## config.mk

```make
export PLATFORM = sky130hd
export DESIGN_NAME = gpio_port_with_config_lock
export DESIGN_NICKNAME = d
export VERILOG_FILES = /design/src/gpcl_pkg.sv /design/src/gpio_port_with_config_lock.sv /design/src/gpcl_lock.sv /design/src/gpcl_regs.sv
export SDC_FILE = /design/constraint.sdc
export NUM_CORES = 1
export LEC_CHECK = 0
export BUFFER_PORTS_ARGS = -buffer_cell sky130_fd_sc_hd__buf_4
export CAP_MARGIN = 20
export CORE_MARGIN = 8
export CORE_UTILIZATION = 60
export CTS_BUF_LIST = sky130_fd_sc_hd__clkbuf_2 sky130_fd_sc_hd__clkbuf_4 sky130_fd_sc_hd__clkbuf_8
export DETAILED_ROUTE_END_ITERATION = 8
export PLACE_DENSITY_LB_ADDON = 0.3
export SLEW_MARGIN = 20
export SYNTH_ARGS = -nofsm -noshare
export SYNTH_HDL_FRONTEND = slang
export SYNTH_SLANG_ARGS = --single-unit
```

## constraint.sdc

```tcl
create_clock -name clk -period 5 [get_ports clk]
set_input_delay 1.25 -clock clk [delete_from_list [all_inputs] [get_ports clk]]
set_output_delay 1.25 -clock clk [all_outputs]
set_load 0.005 [all_outputs]
```

## src/gpcl_pkg.sv

```systemverilog
`timescale 1ns / 1ps
// ----------------------------------------------------------------------------
// gpcl_pkg
// Shared types, register codes and helpers for the GPIO port with
// configuration lock.
// ----------------------------------------------------------------------------
package gpcl_pkg;

  localparam int unsigned NUM_PINS   = 16;
  localparam int unsigned DATA_W     = 32;
  localparam int unsigned IDX_W      = 3;
  localparam int unsigned FIELD_W    = 4;
  localparam int unsigned HALF_PINS  = 8;
  localparam int unsigned KEY_POS    = 16;

  localparam logic [DATA_W-1:0] MODE_RESET = 32'h4444_4444;

  localparam logic CMD_READ  = 1'b0;
  localparam logic CMD_WRITE = 1'b1;

  localparam logic [IDX_W-1:0] REG_CRL  = 3'd0;
  localparam logic [IDX_W-1:0] REG_CRH  = 3'd1;
  localparam logic [IDX_W-1:0] REG_IDR  = 3'd2;
  localparam logic [IDX_W-1:0] REG_ODR  = 3'd3;
  localparam logic [IDX_W-1:0] REG_BSRR = 3'd4;
  localparam logic [IDX_W-1:0] REG_BRR  = 3'd5;
  localparam logic [IDX_W-1:0] REG_LCKR = 3'd6;

  typedef struct packed {
    logic                command;
    logic [IDX_W-1:0]    reg_index;
    logic [DATA_W-1:0]   write_data;
    logic [NUM_PINS-1:0] pin_levels;
  } in_item_t;

  typedef struct packed {
    logic [DATA_W-1:0]   read_data;
    logic [NUM_PINS-1:0] pin_drive;
    logic                lock_active;
  } out_item_t;

  typedef struct packed {
    logic                key;
    logic                key_nxt;
    logic [NUM_PINS-1:0] bits;
  } lock_status_t;

  // expand one lock bit per pin into a 4-bit field mask per pin
  function automatic logic [DATA_W-1:0] nibble_mask(input logic [HALF_PINS-1:0] bits8);
    logic [DATA_W-1:0] m;
    m = '0;
    for (int i = 0; i < HALF_PINS; i++) begin
      m[i*FIELD_W +: FIELD_W] = {FIELD_W{bits8[i]}};
    end
    return m;
  endfunction

endpackage

```

## src/gpio_port_with_config_lock.sv

```systemverilog
`timescale 1ns / 1ps
// ----------------------------------------------------------------------------
// gpio_port_with_config_lock
// 16-pin GPIO port register block with a lock key sequence on its mode
// registers.
// ----------------------------------------------------------------------------
// One bus access is taken per clock cycle while in_stall is low. An accepted
// access sits in an input register, is executed against the register state
// in a single pass of logic, and its result lands in an output register. The
// output register holds a result while out_stall is high; in_stall rises only
// when both the input and output registers are full and the output is stalled.
// Each result carries the read value (zero for writes), and the output data
// register and the lock flag as they stand after that access.
module gpio_port_with_config_lock (
  input  logic                clk,
  input  logic                rst_n,
  input  logic                in_valid,
  output logic                in_stall,
  input  gpcl_pkg::in_item_t  in_item,
  output logic                out_valid,
  input  logic                out_stall,
  output gpcl_pkg::out_item_t out_item
);

  logic                   s1_valid_r, s1_valid_nxt;
  gpcl_pkg::in_item_t     s1_item_r;
  logic                   out_valid_r, out_valid_nxt;
  gpcl_pkg::out_item_t    out_item_r;
  logic                   fire;
  logic                   in_xfer;
  gpcl_pkg::lock_status_t status;
  gpcl_pkg::out_item_t    result;

  assign fire          = s1_valid_r && (!out_valid_r || !out_stall);
  assign in_stall      = s1_valid_r && !fire;
  assign in_xfer       = in_valid && !in_stall;
  assign s1_valid_nxt  = in_xfer || (s1_valid_r && !fire);
  assign out_valid_nxt = fire || (out_valid_r && out_stall);

  gpcl_lock u_lock (
    .clk    (clk),
    .rst_n  (rst_n),
    .fire   (fire),
    .item   (s1_item_r),
    .status (status)
  );

  gpcl_regs u_regs (
    .clk    (clk),
    .rst_n  (rst_n),
    .fire   (fire),
    .item   (s1_item_r),
    .status (status),
    .result (result)
  );

  always_ff @(posedge clk) begin
    if (!rst_n) begin
      s1_valid_r  <= 1'b0;
      out_valid_r <= 1'b0;
    end else begin
      s1_valid_r  <= s1_valid_nxt;
      out_valid_r <= out_valid_nxt;
    end
  end

  always_ff @(posedge clk) begin
    if (in_xfer) begin
      s1_item_r <= in_item;
    end
    if (fire) begin
      out_item_r <= result;
    end
  end

  assign out_valid = out_valid_r;
  assign out_item  = out_item_r;

endmodule

```

## src/gpcl_lock.sv

```systemverilog
`timescale 1ns / 1ps
// ----------------------------------------------------------------------------
// gpcl_lock
// Lock register and key sequencer: tracks the write/write/write/read key
// sequence and freezes the lock bits once the lock is active.
// ----------------------------------------------------------------------------
module gpcl_lock (
  input  logic                clk,
  input  logic                rst_n,
  input  logic                fire,
  input  gpcl_pkg::in_item_t  item,
  output gpcl_pkg::lock_status_t status
);

  localparam logic [1:0] STEP_IDLE = 2'd0;
  localparam logic [1:0] STEP_ONE  = 2'd1;
  localparam logic [1:0] STEP_TWO  = 2'd2;
  localparam logic [1:0] STEP_SEAL = 2'd3;

  logic [1:0]                     step_r, step_nxt;
  logic                           key_r, key_nxt;
  logic [gpcl_pkg::NUM_PINS-1:0]  bits_r, bits_nxt;
  logic                           wr_key;
  logic                           same;
  logic                           lckr_hit;

  assign wr_key   = item.write_data[gpcl_pkg::KEY_POS];
  assign same     = (item.write_data[gpcl_pkg::NUM_PINS-1:0] == bits_r);
  assign lckr_hit = fire && !key_r && (item.reg_index == gpcl_pkg::REG_LCKR);

  always_comb begin
    step_nxt = step_r;
    key_nxt  = key_r;
    bits_nxt = bits_r;
    if (lckr_hit) begin
      if (item.command == gpcl_pkg::CMD_WRITE) begin
        bits_nxt = item.write_data[gpcl_pkg::NUM_PINS-1:0];
        if (step_r == STEP_ONE && !wr_key && same) begin
          step_nxt = STEP_TWO;
        end else if (step_r == STEP_TWO && wr_key && same) begin
          step_nxt = STEP_SEAL;
        end else begin
          step_nxt = wr_key ? STEP_ONE : STEP_IDLE;
        end
      end else begin
        if (step_r == STEP_SEAL) begin
          key_nxt = 1'b1;
        end
        step_nxt = STEP_IDLE;
      end
    end
  end

  always_ff @(posedge clk) begin
    if (!rst_n) begin
      step_r <= STEP_IDLE;
      key_r  <= 1'b0;
      bits_r <= '0;
    end else begin
      step_r <= step_nxt;
      key_r  <= key_nxt;
      bits_r <= bits_nxt;
    end
  end

  assign status.key     = key_r;
  assign status.key_nxt = key_nxt;
  assign status.bits    = bits_r;

  a_lock_sticky: assert property (@(posedge clk) disable iff (!rst_n)
    key_r |=> key_r) else $error("lock cleared without reset");

  a_locked_idle: assert property (@(posedge clk) disable iff (!rst_n)
    key_r |-> step_r == STEP_IDLE) else $error("key sequence running under lock");

  a_bits_frozen: assert property (@(posedge clk) disable iff (!rst_n)
    key_r |=> $stable(bits_r)) else $error("lock bits changed under lock");

  a_seal_source: assert property (@(posedge clk) disable iff (!rst_n)
    $rose(key_r) |-> $past(step_r) == STEP_SEAL)
    else $error("lock activated outside final sequence step");

endmodule

```

## src/gpcl_regs.sv

```systemverilog
`timescale 1ns / 1ps
// ----------------------------------------------------------------------------
// gpcl_regs
// Mode and output data registers with the read mux; forms the result of
// each access: read data from before it, drive and lock flag from after it.
// ----------------------------------------------------------------------------
module gpcl_regs (
  input  logic                   clk,
  input  logic                   rst_n,
  input  logic                   fire,
  input  gpcl_pkg::in_item_t     item,
  input  gpcl_pkg::lock_status_t status,
  output gpcl_pkg::out_item_t    result
);

  logic [gpcl_pkg::DATA_W-1:0]   mode_lo_r, mode_lo_nxt;
  logic [gpcl_pkg::DATA_W-1:0]   mode_hi_r, mode_hi_nxt;
  logic [gpcl_pkg::NUM_PINS-1:0] odr_r, odr_nxt;
  logic [gpcl_pkg::DATA_W-1:0]   keep_lo;
  logic [gpcl_pkg::DATA_W-1:0]   keep_hi;
  logic [gpcl_pkg::NUM_PINS-1:0] wd_lo;
  logic [gpcl_pkg::NUM_PINS-1:0] wd_hi;
  logic [gpcl_pkg::DATA_W-1:0]   rd;
  logic                          wr;

  assign wd_lo = item.write_data[gpcl_pkg::NUM_PINS-1:0];
  assign wd_hi = item.write_data[gpcl_pkg::DATA_W-1:gpcl_pkg::NUM_PINS];
  assign wr    = fire && (item.command == gpcl_pkg::CMD_WRITE);

  // locked fields keep their value only while the lock is active
  assign keep_lo = status.key ?
    gpcl_pkg::nibble_mask(status.bits[gpcl_pkg::HALF_PINS-1:0]) : '0;
  assign keep_hi = status.key ?
    gpcl_pkg::nibble_mask(status.bits[gpcl_pkg::NUM_PINS-1:gpcl_pkg::HALF_PINS]) : '0;

  always_comb begin
    mode_lo_nxt = mode_lo_r;
    mode_hi_nxt = mode_hi_r;
    odr_nxt     = odr_r;
    if (wr) begin
      case (item.reg_index)
        gpcl_pkg::REG_CRL:  mode_lo_nxt = (mode_lo_r & keep_lo) |
                                          (item.write_data & ~keep_lo);
        gpcl_pkg::REG_CRH:  mode_hi_nxt = (mode_hi_r & keep_hi) |
                                          (item.write_data & ~keep_hi);
        gpcl_pkg::REG_ODR:  odr_nxt = wd_lo;
        gpcl_pkg::REG_BSRR: odr_nxt = (odr_r & ~wd_hi) | wd_lo;
        gpcl_pkg::REG_BRR:  odr_nxt = odr_r & ~wd_lo;
        default:            odr_nxt = odr_r;
      endcase
    end
  end

  always_comb begin
    rd = '0;
    if (item.command == gpcl_pkg::CMD_READ) begin
      unique case (item.reg_index)
        gpcl_pkg::REG_CRL:  rd = mode_lo_r;
        gpcl_pkg::REG_CRH:  rd = mode_hi_r;
        gpcl_pkg::REG_IDR:  rd = {{(gpcl_pkg::DATA_W-gpcl_pkg::NUM_PINS){1'b0}},
                                  item.pin_levels};
        gpcl_pkg::REG_ODR:  rd = {{(gpcl_pkg::DATA_W-gpcl_pkg::NUM_PINS){1'b0}}, odr_r};
        gpcl_pkg::REG_LCKR: rd = {{(gpcl_pkg::DATA_W-gpcl_pkg::NUM_PINS-1){1'b0}},
                                  status.key, status.bits};
        default:            rd = '0;
      endcase
    end
  end

  always_ff @(posedge clk) begin
    if (!rst_n) begin
      mode_lo_r <= gpcl_pkg::MODE_RESET;
      mode_hi_r <= gpcl_pkg::MODE_RESET;
      odr_r     <= '0;
    end else begin
      mode_lo_r <= mode_lo_nxt;
      mode_hi_r <= mode_hi_nxt;
      odr_r     <= odr_nxt;
    end
  end

  assign result.read_data   = rd;
  assign result.pin_drive   = odr_nxt;
  assign result.lock_active = status.key_nxt;

endmodule
```

==> metrics.md <==
| Metric | Value |
|---|---|
| I/O pins | about 110 |
| Yosys warns | 0 |
| Mapped cell area | 8390 um^2 |
| Post-Place Cells | 956 |
| WL/cell | 19.5 um |
| CTS Hold Bufs | 0 |
| Max VDD drop | around 230 uV |
| Clk root buf | clkbuf_8 |
| Asr flop ratio synth | 0 |
| Pre-Repair DR Iteration Count | 5 |
| Grt ovf | 0 |
| Hold Fails Final Rpt | 0 |
| Inserted Clock Buffers | 31 |
| Yosys cell types | 42 |
| Initial core utilization | 0.609 |
| Maximum clock frequency | 0.332 GHz |
| Total global-route track usage | 0.216 |
| Pin count of the biggest net entering global routing | 54 |
| Via count of the routed design | 5968 |
| Die Y | around 130 um |
| Initial detailed-routing violation count | approximately 440 |
| Residual DRC | 0 |
| Die footprint | 18000 um^2 |
| Via density per instance | 5.89 |
| Vias in the first global route | 6124 |
| Critical Path AT | 1760 ps |
| Worst slew pin tran | approximately 1100 ps |
| # nets final | 865 |
| Kind of critical path | in2out |
| Critical path launch point type | input pin |
| Setup TNS | 0 ps |
| Status | complete, no violations |
| Fin crit share | 0.602 |
| Clk_skew | 19.8 ps |
| Worst-Skew Late Latency | 560 ps |
| # H-tree levels | 1 |
| Clk sinks | 202 |
| Lkg Pwr | between 4 and 5 nW |
| Main synth FF type | edfxtp_1 |
| Cells after Synth | 706 |
| Layout area overhead | 17.8% |
| Placeable Area | 13800 um^2 |
| Detailed Place HPWL | ~14000 um |
| Post-synth EDFFs | 101 |
| Gpl congestion | around 0.92 |
| Ant diodes | 0 |
| Power per standard cell area | 346 nW/um^2 |
| Post-CTS setup buffers | 0 |
| Total of max-cap violations | 0 |
| Rows | 43 |
| CP required | 3750 ps |
| Die Wd | 134 um |
| Global-route wire length before repair | roughly 32000 um |
| Tmin final | 3010 ps |
| Final WL | a little under 20000 um |
| Final Max Slew Viols | 0 |
| Syn_area_per_cell | about 12 um^2 |
| Yosys reg bits | 202 |
| Initial antenna violation count | 0 |
| Rel. slew slack | 0.235 |
| Commonest non-fill, non-tap cell in the layout | nor2_1 |
| Post-Layout Cell Count | between 1000 and 1500 |
| RSZ-0062 raised after global routing | false |
| Post-CTS resize count | 0 |
| Worst min path class | reg2reg |
| Share of cells above drive strength 1 | 0.233 |
| Register area share after synthesis | 0.603 |
| CTS tree | done |
| Crit end category | output pin |
| Synthesized Nets | 762 |
| Setup violations, final | 0 |
| Clock buffer depth | 3 |
| Detail Route Antenna Nets | 0 |
| # port buffers | 106 |
| Most frequent cells in the layout | nor2_1 (115), buf_4 (112), mux2i_1 (111) |
| CP max FO | 3 |
| Worst-path clk slew | 60 ps |
[synthesized netlist by cell type (all sizes together) (2+ instances only)]
master / number / area share
nor2: 116 / 0.052
mux2i: 111 / 0.13
dfxtp: 101 / 0.24
edfxtp: 101 / 0.36
a21oi: 66 / 0.039
nand2: 51 / 0.023
buf: 27 / 0.023
a211oi: 16 / 0.021
a22oi: 16 / 0.014
clkbuf: 16 / 0.0072
nand4: 16 / 0.017
nand4b: 16 / 0.017
xor2: 15 / 0.016
nand3b: 4 / 0.0040
nor4: 4 / 0.0030
nand2b: 3 / 0.0022
nand3: 3 / 0.0018
and3: 2 / 0.0015
and3b: 2 / 0.0021
inv: 2 / 0.00090
nor3: 2 / 0.0025
nor3b: 2 / 0.0045
o211ai: 2 / 0.0018
[metal layers]
metal  share of wire  up-vias  track usage
met5               0        -            0
met4           0.028        0       0.0823
met3           0.081       51       0.0471
met2            0.47      284        0.355
met1            0.42     2865        0.275
li1                -     2768            -
[layout make-up]
type,count,area [um^2]
multi-input combinational,459,3090
timing repair buffer,113,861
fill,972,3890
clock inverter,6,31.3
inverter,2,7.51
sequential,202,5050
clock buffer,51,608
tap,180,225
[power breakdown]
group | total (mW) | switching (mW) | internal, mW
logic | 0.203 | 0.114 | 0.0893
registers | 1.84 | 0.0470 | 1.80
clock network | 1.37 | 0.608 | 0.764
total | 3.42 | 0.770 | 2.65
[worst paths after layout]
check / end / depth (start not counted) / start / slack, ps
worst max register to register: out_item[15] / 4 / s1_item_r[50] / 2360
worst min register to register: flop / 2 / flop / 480
worst min-delay path: flop / 2 / flop / 480
worst max-delay path: in_stall / 3 / out_stall / 1990
[through the flow]
step / total power [mW] / hold WS (ps) / util / cell area, um^2 / worst slack [ps]
final: 3.42 / 479 / 0.717 / 9880 / 1990
after global routing: 3.53 / 496 / 0.717 / 9880 / 1970
after CTS: 3.44 / 480 / 0.717 / 9880 / 1990
after detailed placement: 2.08 / 465 / 0.671 / 9240 / 1720
after global placement: 2.07 / 452 / 0.671 / 9240 / 1790
after floorplan: 1.97 / 443 / - / 8390 / 739
[critical path, cell delays in order]
cell and delay, ps:
buf_4 130, and3_1 230, buf_4 160
[cells by family after synthesis]
kind of cell    count (synthesis)  share of synthesized area
compound gates                107                     0.0840
xor+xnor                       16                     0.0167
buf+inv                        45                     0.0307
flops                         202                      0.603
mux                           111                      0.132
simple gates                  225                      0.134
No activity file was read; power rests on OpenSTA's default activity.
